===== config.mk =====
export PLATFORM = sky130hd
export DESIGN_NAME = iir_bq_cell
export DESIGN_NICKNAME = d
export VERILOG_FILES = /design/src/rtl/core/iir_bq_pkg.sv /design/src/rtl/core/iir_bq_cell.sv
export VERILOG_INCLUDE_DIRS = /design/src /design/src/rtl/core
export SDC_FILE = /design/constraint.sdc
export NUM_CORES = 2
export LEC_CHECK = 0
export BUFFER_PORTS_ARGS = -buffer_cell sky130_fd_sc_hd__buf_2
export CAP_MARGIN = 20
export CORE_MARGIN = 2
export CORE_UTILIZATION = 30
export DETAILED_ROUTE_END_ITERATION = 7
export GPL_TIMING_DRIVEN = 0
export SETUP_SLACK_MARGIN = 0.3
export SYNTH_ARGS = -nofsm -noshare
export SYNTH_HDL_FRONTEND = slang
export SYNTH_SLANG_ARGS = --single-unit

===== constraint.sdc =====
create_clock -name i_clk -period 10.05 [get_ports i_clk]
set_input_delay 0 -clock i_clk [delete_from_list [all_inputs] [get_ports i_clk]]
set_output_delay 0 -clock i_clk [all_outputs]
set_load 0.1 [all_outputs]

===== src/rtl/core/iir_biquad_cascade_assert.svh =====
// Assertion macros shared by the biquad cascade RTL.
// Clocked on i_clk, disabled while i_rst_n is low.
`ifndef IIR_BIQUAD_CASCADE_ASSERT_SVH
`define IIR_BIQUAD_CASCADE_ASSERT_SVH

`ifndef NO_ASSERTIONS
`define IBC_ASSERT_SAME(label, ante, cons) \
    label: assert property (@(posedge i_clk) disable iff (!i_rst_n) (ante) |-> (cons)) \
        else $error("iir_biquad_cascade: same-cycle check failed");
`define IBC_ASSERT_NEXT(label, ante, cons) \
    label: assert property (@(posedge i_clk) disable iff (!i_rst_n) (ante) |=> (cons)) \
        else $error("iir_biquad_cascade: next-cycle check failed");
`else
`define IBC_ASSERT_SAME(label, ante, cons)
`define IBC_ASSERT_NEXT(label, ante, cons)
`endif

`endif


===== src/rtl/core/iir_bq_pkg.sv =====
package iir_bq_pkg;

    localparam int COEF_W = 18;
    localparam int DLY_W  = 32;
    localparam int SMP_W  = 16;
    localparam int REG_W  = 54;
    localparam int IDX_W  = 3;

    // register indexes
    localparam logic [IDX_W-1:0] REG_B0 = 3'd0;
    localparam logic [IDX_W-1:0] REG_B1 = 3'd1;
    localparam logic [IDX_W-1:0] REG_B2 = 3'd2;
    localparam logic [IDX_W-1:0] REG_A1 = 3'd3;
    localparam logic [IDX_W-1:0] REG_A2 = 3'd4;

    localparam logic [REG_W-1:0] B0_RESET = 54'd2251808403652608;

    typedef struct packed {
        logic signed [COEF_W-1:0] b0;
        logic signed [COEF_W-1:0] b1;
        logic signed [COEF_W-1:0] b2;
        logic signed [COEF_W-1:0] a1;
        logic signed [COEF_W-1:0] a2;
    } t_coef;

    // word handed from one section to the next
    typedef struct packed {
        logic                    vld;
        logic signed [DLY_W-1:0] x;
        logic                    clip;
    } t_link;

endpackage


===== src/rtl/core/iir_bq_cell.sv =====
`include "iir_biquad_cascade_assert.svh"

// One DF-II biquad section with a single shared 18x32 multiplier.
module iir_bq_cell
    import iir_bq_pkg::*;
(
    input  logic  i_clk,
    input  logic  i_rst_n,
    input  t_coef i_coef,
    input  t_link i_link,
    output t_link o_link
);

    localparam int PROD_W = COEF_W + DLY_W;
    localparam int ACC_W  = 52;
    localparam int RND_W  = ACC_W - 15;

    typedef enum logic [2:0] {
        ST_IDLE, ST_A2, ST_B1, ST_W0, ST_B0, ST_ACC, ST_Y
    } t_state;

    t_state                    r_state;
    logic signed [DLY_W-1:0]   r_w1;
    logic signed [DLY_W-1:0]   r_w2;
    logic signed [DLY_W-1:0]   r_w0;
    logic signed [ACC_W-1:0]   r_acc;
    logic signed [PROD_W-1:0]  r_prod;
    logic                      r_clip;
    t_link                     r_out;

    logic signed [COEF_W-1:0]  w_mc;
    logic signed [DLY_W-1:0]   w_md;
    logic signed [PROD_W-1:0]  w_prod;
    logic signed [ACC_W-1:0]   w_prod_ext;
    logic signed [ACC_W-1:0]   w_rnd_sum;
    logic signed [RND_W-1:0]   w_rnd;
    logic                      w_sat;
    logic signed [DLY_W-1:0]   w_satv;

    always_comb begin
        case (r_state)
            ST_IDLE: begin w_mc = i_coef.a1; w_md = r_w1; end
            ST_A2:   begin w_mc = i_coef.a2; w_md = r_w2; end
            ST_B1:   begin w_mc = i_coef.b1; w_md = r_w1; end
            ST_W0:   begin w_mc = i_coef.b2; w_md = r_w2; end
            ST_B0:   begin w_mc = i_coef.b0; w_md = r_w0; end
            default: begin w_mc = '0;        w_md = '0;   end
        endcase
    end

    assign w_prod     = w_mc * w_md;
    assign w_prod_ext = {{(ACC_W-PROD_W){r_prod[PROD_W-1]}}, r_prod};

    // round half up to Q8.23, then clamp to 32 bits
    assign w_rnd_sum = r_acc + ACC_W'(1 <<< 14);
    assign w_rnd     = w_rnd_sum[ACC_W-1:15];
    assign w_sat     = !((&w_rnd[RND_W-1:DLY_W-1]) || !(|w_rnd[RND_W-1:DLY_W-1]));
    assign w_satv    = !w_sat ? w_rnd[DLY_W-1:0]
                     : (w_rnd[RND_W-1] ? {1'b1, {(DLY_W-1){1'b0}}}
                                       : {1'b0, {(DLY_W-1){1'b1}}});

    always_ff @(posedge i_clk) begin
        if (!i_rst_n) begin
            r_state   <= ST_IDLE;
            r_w1      <= '0;
            r_w2      <= '0;
            r_out.vld <= 1'b0;
        end else begin
            r_out.vld <= 1'b0;
            case (r_state)
                ST_IDLE: begin
                    if (i_link.vld) begin
                        r_acc   <= {{(ACC_W-DLY_W-15){i_link.x[DLY_W-1]}}, i_link.x, 15'b0};
                        r_prod  <= w_prod;
                        r_clip  <= i_link.clip;
                        r_state <= ST_A2;
                    end
                end
                ST_A2: begin
                    r_acc   <= r_acc - w_prod_ext;
                    r_prod  <= w_prod;
                    r_state <= ST_B1;
                end
                ST_B1: begin
                    r_acc   <= r_acc - w_prod_ext;
                    r_prod  <= w_prod;
                    r_state <= ST_W0;
                end
                ST_W0: begin
                    r_w0    <= w_satv;
                    r_clip  <= r_clip | w_sat;
                    r_acc   <= w_prod_ext;
                    r_prod  <= w_prod;
                    r_state <= ST_B0;
                end
                ST_B0: begin
                    r_acc   <= r_acc + w_prod_ext;
                    r_prod  <= w_prod;
                    r_state <= ST_ACC;
                end
                ST_ACC: begin
                    r_acc   <= r_acc + w_prod_ext;
                    r_state <= ST_Y;
                end
                ST_Y: begin
                    r_out.vld  <= 1'b1;
                    r_out.x    <= w_satv;
                    r_out.clip <= r_clip | w_sat;
                    r_w2       <= r_w1;
                    r_w1       <= r_w0;
                    r_state    <= ST_IDLE;
                end
                default: r_state <= ST_IDLE;
            endcase
        end
    end

    assign o_link = r_out;

    `IBC_ASSERT_SAME(a_no_overrun, i_link.vld, r_state == ST_IDLE)
    `IBC_ASSERT_NEXT(a_out_pulse, r_out.vld, !r_out.vld)
    `IBC_ASSERT_NEXT(a_dly_hold, r_state != ST_Y, $stable(r_w1) && $stable(r_w2))

endmodule


==> flow_summary.toml <==
[synth]
cell_variety_after_synth = 76
parity_gate_share_of_the_synthesized_area_counting_xor_and_xnor_cells_pct = 4.44
mux_share_of_post_synthesis_cell_area_pct = 2.02
synth-edff-count = 168
ys_dominant_reg_cell = "sky130_fd_sc_hd__edfxtp_1"
synth_top_family_by_area = "adder cells"
ys_top_cells_by_area = "sky130_fd_sc_hd__fa_1 32%, sky130_fd_sc_hd__edfxtp_1 14%, sky130_fd_sc_hd__inv_1 7.4%, sky130_fd_sc_hd__nand2_1 6.6%, sky130_fd_sc_hd__ha_1 6.2%"
synth.most_common_cell = "sky130_fd_sc_hd__inv_1"
post-synth-top-area-cell = "sky130_fd_sc_hd__fa_1"
yosys.area_share.adder_pct = 38.0
synthCells = 3992
most_used_standard_cells_in_the_synthesized_netlist = "690 x sky130_fd_sc_hd__inv_1, 611 x sky130_fd_sc_hd__nand2_1, 554 x sky130_fd_sc_hd__fa_1, 358 x sky130_fd_sc_hd__nor2_1, 174 x sky130_fd_sc_hd__ha_1"
syn_area_um2 = 34900
postSynthNetCount = 4846
post_synthesis_sequential_area_ratio_pct = 18.4
post_synth_and_or_nand_nor_area_fraction_pct = 14.7
synth_warnings = 0
synth_compound_gate_area_share_pct = 13.0
postSynthRegisterBits = 236
synth.avg_cell_area_um2 = 8.74
async_reset_ff_share_pct = 0
synth.top_cell.area_share_pct = 31.8

[power]
pwr-share-comb_pct = 55.2
power.density_cell_area_nw_per_um2 = 149
cellLeakagePower_uw = 0.0173
swShare_pct = 47.4
power_consumption_uw = 5890
part_of_the_total_power_dissipated_in_the_clock_network_pct = 19.7
ir_worst_vdd_v = 0.000123
switching_power_uw = 2790
share_seq_of_total_power_pct = 25.2
internal_power_uw = 3100

[final_layout]
final_cells = 5790
layout-drive-gt1-share_pct = 7.83
areaGrowthSynthToFinish_pct = 12.9
net_count_of_the_finished_layout = 5098

[timing]
hold_viol_final = 0
fin_worst_skew_ps = 45.2
max_clock_freq_mhz = 107
layout_min_cycle_time_ps = 9360
slew_viol_final = 0
min_period_over_period_pct = 93.1
setup_violations = 0
timing.hold.ws_ps = 71.8
tightest_slew_ps = 1130
timing.setup.tns_ps = 0
rsz0062_at_grt = "false"
maxSlewHeadroom_pct = 23.9

[clock_tree]
tritoncts_clock_tree = "done"
max-clock-path-buffers = 3
clk_pin_slew_ps = 70
htree_depth = 1
post_cts_buffers = 0
clkLatencyLatePin_ps = 590
cts-root-buf = "sky130_fd_sc_hd__clkbuf_16"
numCtsBuffers = 26
clkSinkCount = 236

[critical_path]
startpoint_type_of_the_worst_setup_path = "register"
crit_buf_inv = 9
slowest_delay_ps = 600
crit_path_max_delay_cell_type = "sky130_fd_sc_hd__clkbuf_1"
worst_ep_required_time_ps = 10350
end_kind = "register"
worst-setup-path-type = "reg -> reg"
kind_of_cell_adding_the_most_delay_to_the_critical_path = "adder cells"
crit_arrival_ps = 9660
timing.critical_path.fanout_max = 10

[placement]
dp_hpwl_um = 107000
place_inst = 5705
last_weighted_congestion_value_of_the_routability_driven_placer = 1.03
port_buffers = 158

[grt]
busiest_layer = "met2"
groute.usage.overall_pct = 21.3
pin_count_of_the_biggest_net_entering_global_routing = 39
grt-ovfl-total = 0
grt_first_pass_wirelength_um = 192000
antenna_found_initial = 2
gr-usage-met3_pct = 4.71
global_route.usage.met1_pct = 28.3
grt.met2_usage_pct = 33.2
grt_pass1_vias = 30100

[worst_hold_path]
min_path_type = "in -> reg"

[detailed_routing]
total_via_count_in_the_routed_design = 30100
drt_iter0_drc = 2894
drt_drc_violations_left = 0
drt-vias-per-instance = 5.19
postRouteWirelength_um = 128000
drtAntennaViolNets = 0
avgRoutedWirePerCell_um = 22.1
firstDrtPassIters = 5

[floorplan]
chipWidth_um = 345
die_area_um2 = 119000
fp-row-count = 125
chipHeight_um = 345
initial_core_util_pct = 30.1
placeableCoreArea_um2 = 116000
ioPinCount = 160

[run]
drv.max_cap_violation_count = 0

[outcome]
result_of_the_run = "complete, no violations"
path summary, 6_finish.rpt:
check | from | endpoint | slack [ps] | cells after the start
setup / recovery | r_state[2]$_SDFFE_PN0N_ | r_prod[43]$_DFFE_PP_ | 690 | 29
hold / removal | i_link[33] | r_clip$_DFFE_PP_ | 70 | 4
setup reg to reg | r_state[2]$_SDFFE_PN0N_ | r_prod[43]$_DFFE_PP_ | 690 | 29
hold reg to reg | r_w2[17]$_SDFFE_PN0P_ | r_w2[17]$_SDFFE_PN0P_ | 460 | 2
kinds of logic (layout without fill, tap and decap cells):
kind of cell               after synthesis  in the layout
and+or+nand+nor                       1209           1209
buffers and inverters                  874           1146
adders and majority gates              728            728
AOI/OAI and AO/OA                      700            700
DFF                                    236            236
xor gates and xnor gates               176            176
muxes                                   69             69
other                                    0              2
worst min-delay path, cell delays in order:
cell,delay [ps]
sky130_fd_sc_hd__buf_2,140
sky130_fd_sc_hd__nand2_1,60
sky130_fd_sc_hd__o21ai_0,130
sky130_fd_sc_hd__and3_1,200
state kept, by name, indices dropped and copies added (netlist names):
| register | cells |
|---|---|
| o_link | 34 |
| r_clip | 1 |
| r_w2 | 32 |
| r_w1 | 32 |
| r_acc | 52 |
| r_prod | 50 |
| r_w0 | 32 |
| r_state | 3 |
per-layer routing:
| layer | wire (um) | vias to the layer above | share of wire (%) |
|---|---|---|---|
| met5 | 0 | - | 0 |
| met4 | 6680 | 0 | 5.2 |
| met3 | 13600 | 293 | 11 |
| met2 | 56500 | 1590 | 44 |
| met1 | 51200 | 14900 | 40 |
| li1 | - | 13300 | - |
timing repair:
action                     4_1_cts  5_1_grt
pin swaps                        0        0
hold endpoints to repair        34        0
hold buffers                    33        0
resized for setup               13       72
setup endpoints to repair        7       16
per-stage QoR:
stage,instance area [um^2],utilization (%),setup WS (ps)
6_report,39400,34.0,690
4_1_cts,39300,33.9,313
5_1_grt,39400,34.0,303
2_1_floorplan,34900,-,2400
3_3_place_gp,37600,32.5,-243
3_5_place_dp,37900,32.8,104
layout make-up:
type | instances | area [um^2]
Antenna cell | 2 | 5.00
Inverter | 690 | 2590
Buffer | 184 | 749
Timing Repair Buffer | 224 | 1440
Clock buffer | 29 | 683
Multi-Input combinational cell | 2882 | 25300
Tap cell | 1524 | 1910
Sequential cell | 236 | 6410
Clock inverter | 19 | 343
Fill cell | 12000 | 76300
cell usage in the layout, fill, tap and decap left out, types with 20 or more instances in the layout:
master	Yosys	final
sky130_fd_sc_hd__nand4_1	22	22
sky130_fd_sc_hd__nand3_1	38	38
sky130_fd_sc_hd__nand2_1	611	611
sky130_fd_sc_hd__dfxtp_1	68	68
sky130_fd_sc_hd__a22oi_1	22	22
sky130_fd_sc_hd__a21o_1	49	49
sky130_fd_sc_hd__o21ai_0	150	146
sky130_fd_sc_hd__nor2_1	358	356
sky130_fd_sc_hd__xor2_1	78	78
sky130_fd_sc_hd__ha_1	174	174
sky130_fd_sc_hd__clkbuf_2	2	35
sky130_fd_sc_hd__and3_1	24	22
sky130_fd_sc_hd__o21a_1	53	49
sky130_fd_sc_hd__clkbuf_1	160	130
sky130_fd_sc_hd__a21oi_1	154	154
sky130_fd_sc_hd__clkbuf_16	0	27
sky130_fd_sc_hd__and2_1	46	45
sky130_fd_sc_hd__o21ai_1	27	27
sky130_fd_sc_hd__nand2b_1	28	28
sky130_fd_sc_hd__mux2i_1	59	59
sky130_fd_sc_hd__a31oi_1	27	27
sky130_fd_sc_hd__dlygate4sd3_1	0	33
sky130_fd_sc_hd__xnor2_1	97	97
sky130_fd_sc_hd__nor3_1	21	20
sky130_fd_sc_hd__inv_1	690	690
sky130_fd_sc_hd__edfxtp_1	168	168
sky130_fd_sc_hd__fa_1	554	554
sky130_fd_sc_hd__a21boi_0	69	69
sky130_fd_sc_hd__buf_2	12	170
power groups by stage:
stage / Sequential [uW] / Clock (uW) / Combinational, uW
after floorplan: 1350 / 0 / 2110
after global placement: 1490 / 0 / 3110
after detailed placement: 1480 / 0 / 3140
after CTS: 1460 / 1170 / 3180
after global routing: 1480 / 1210 / 3530
final: 1480 / 1160 / 3250
No activity file was read; power rests on OpenSTA's default activity.
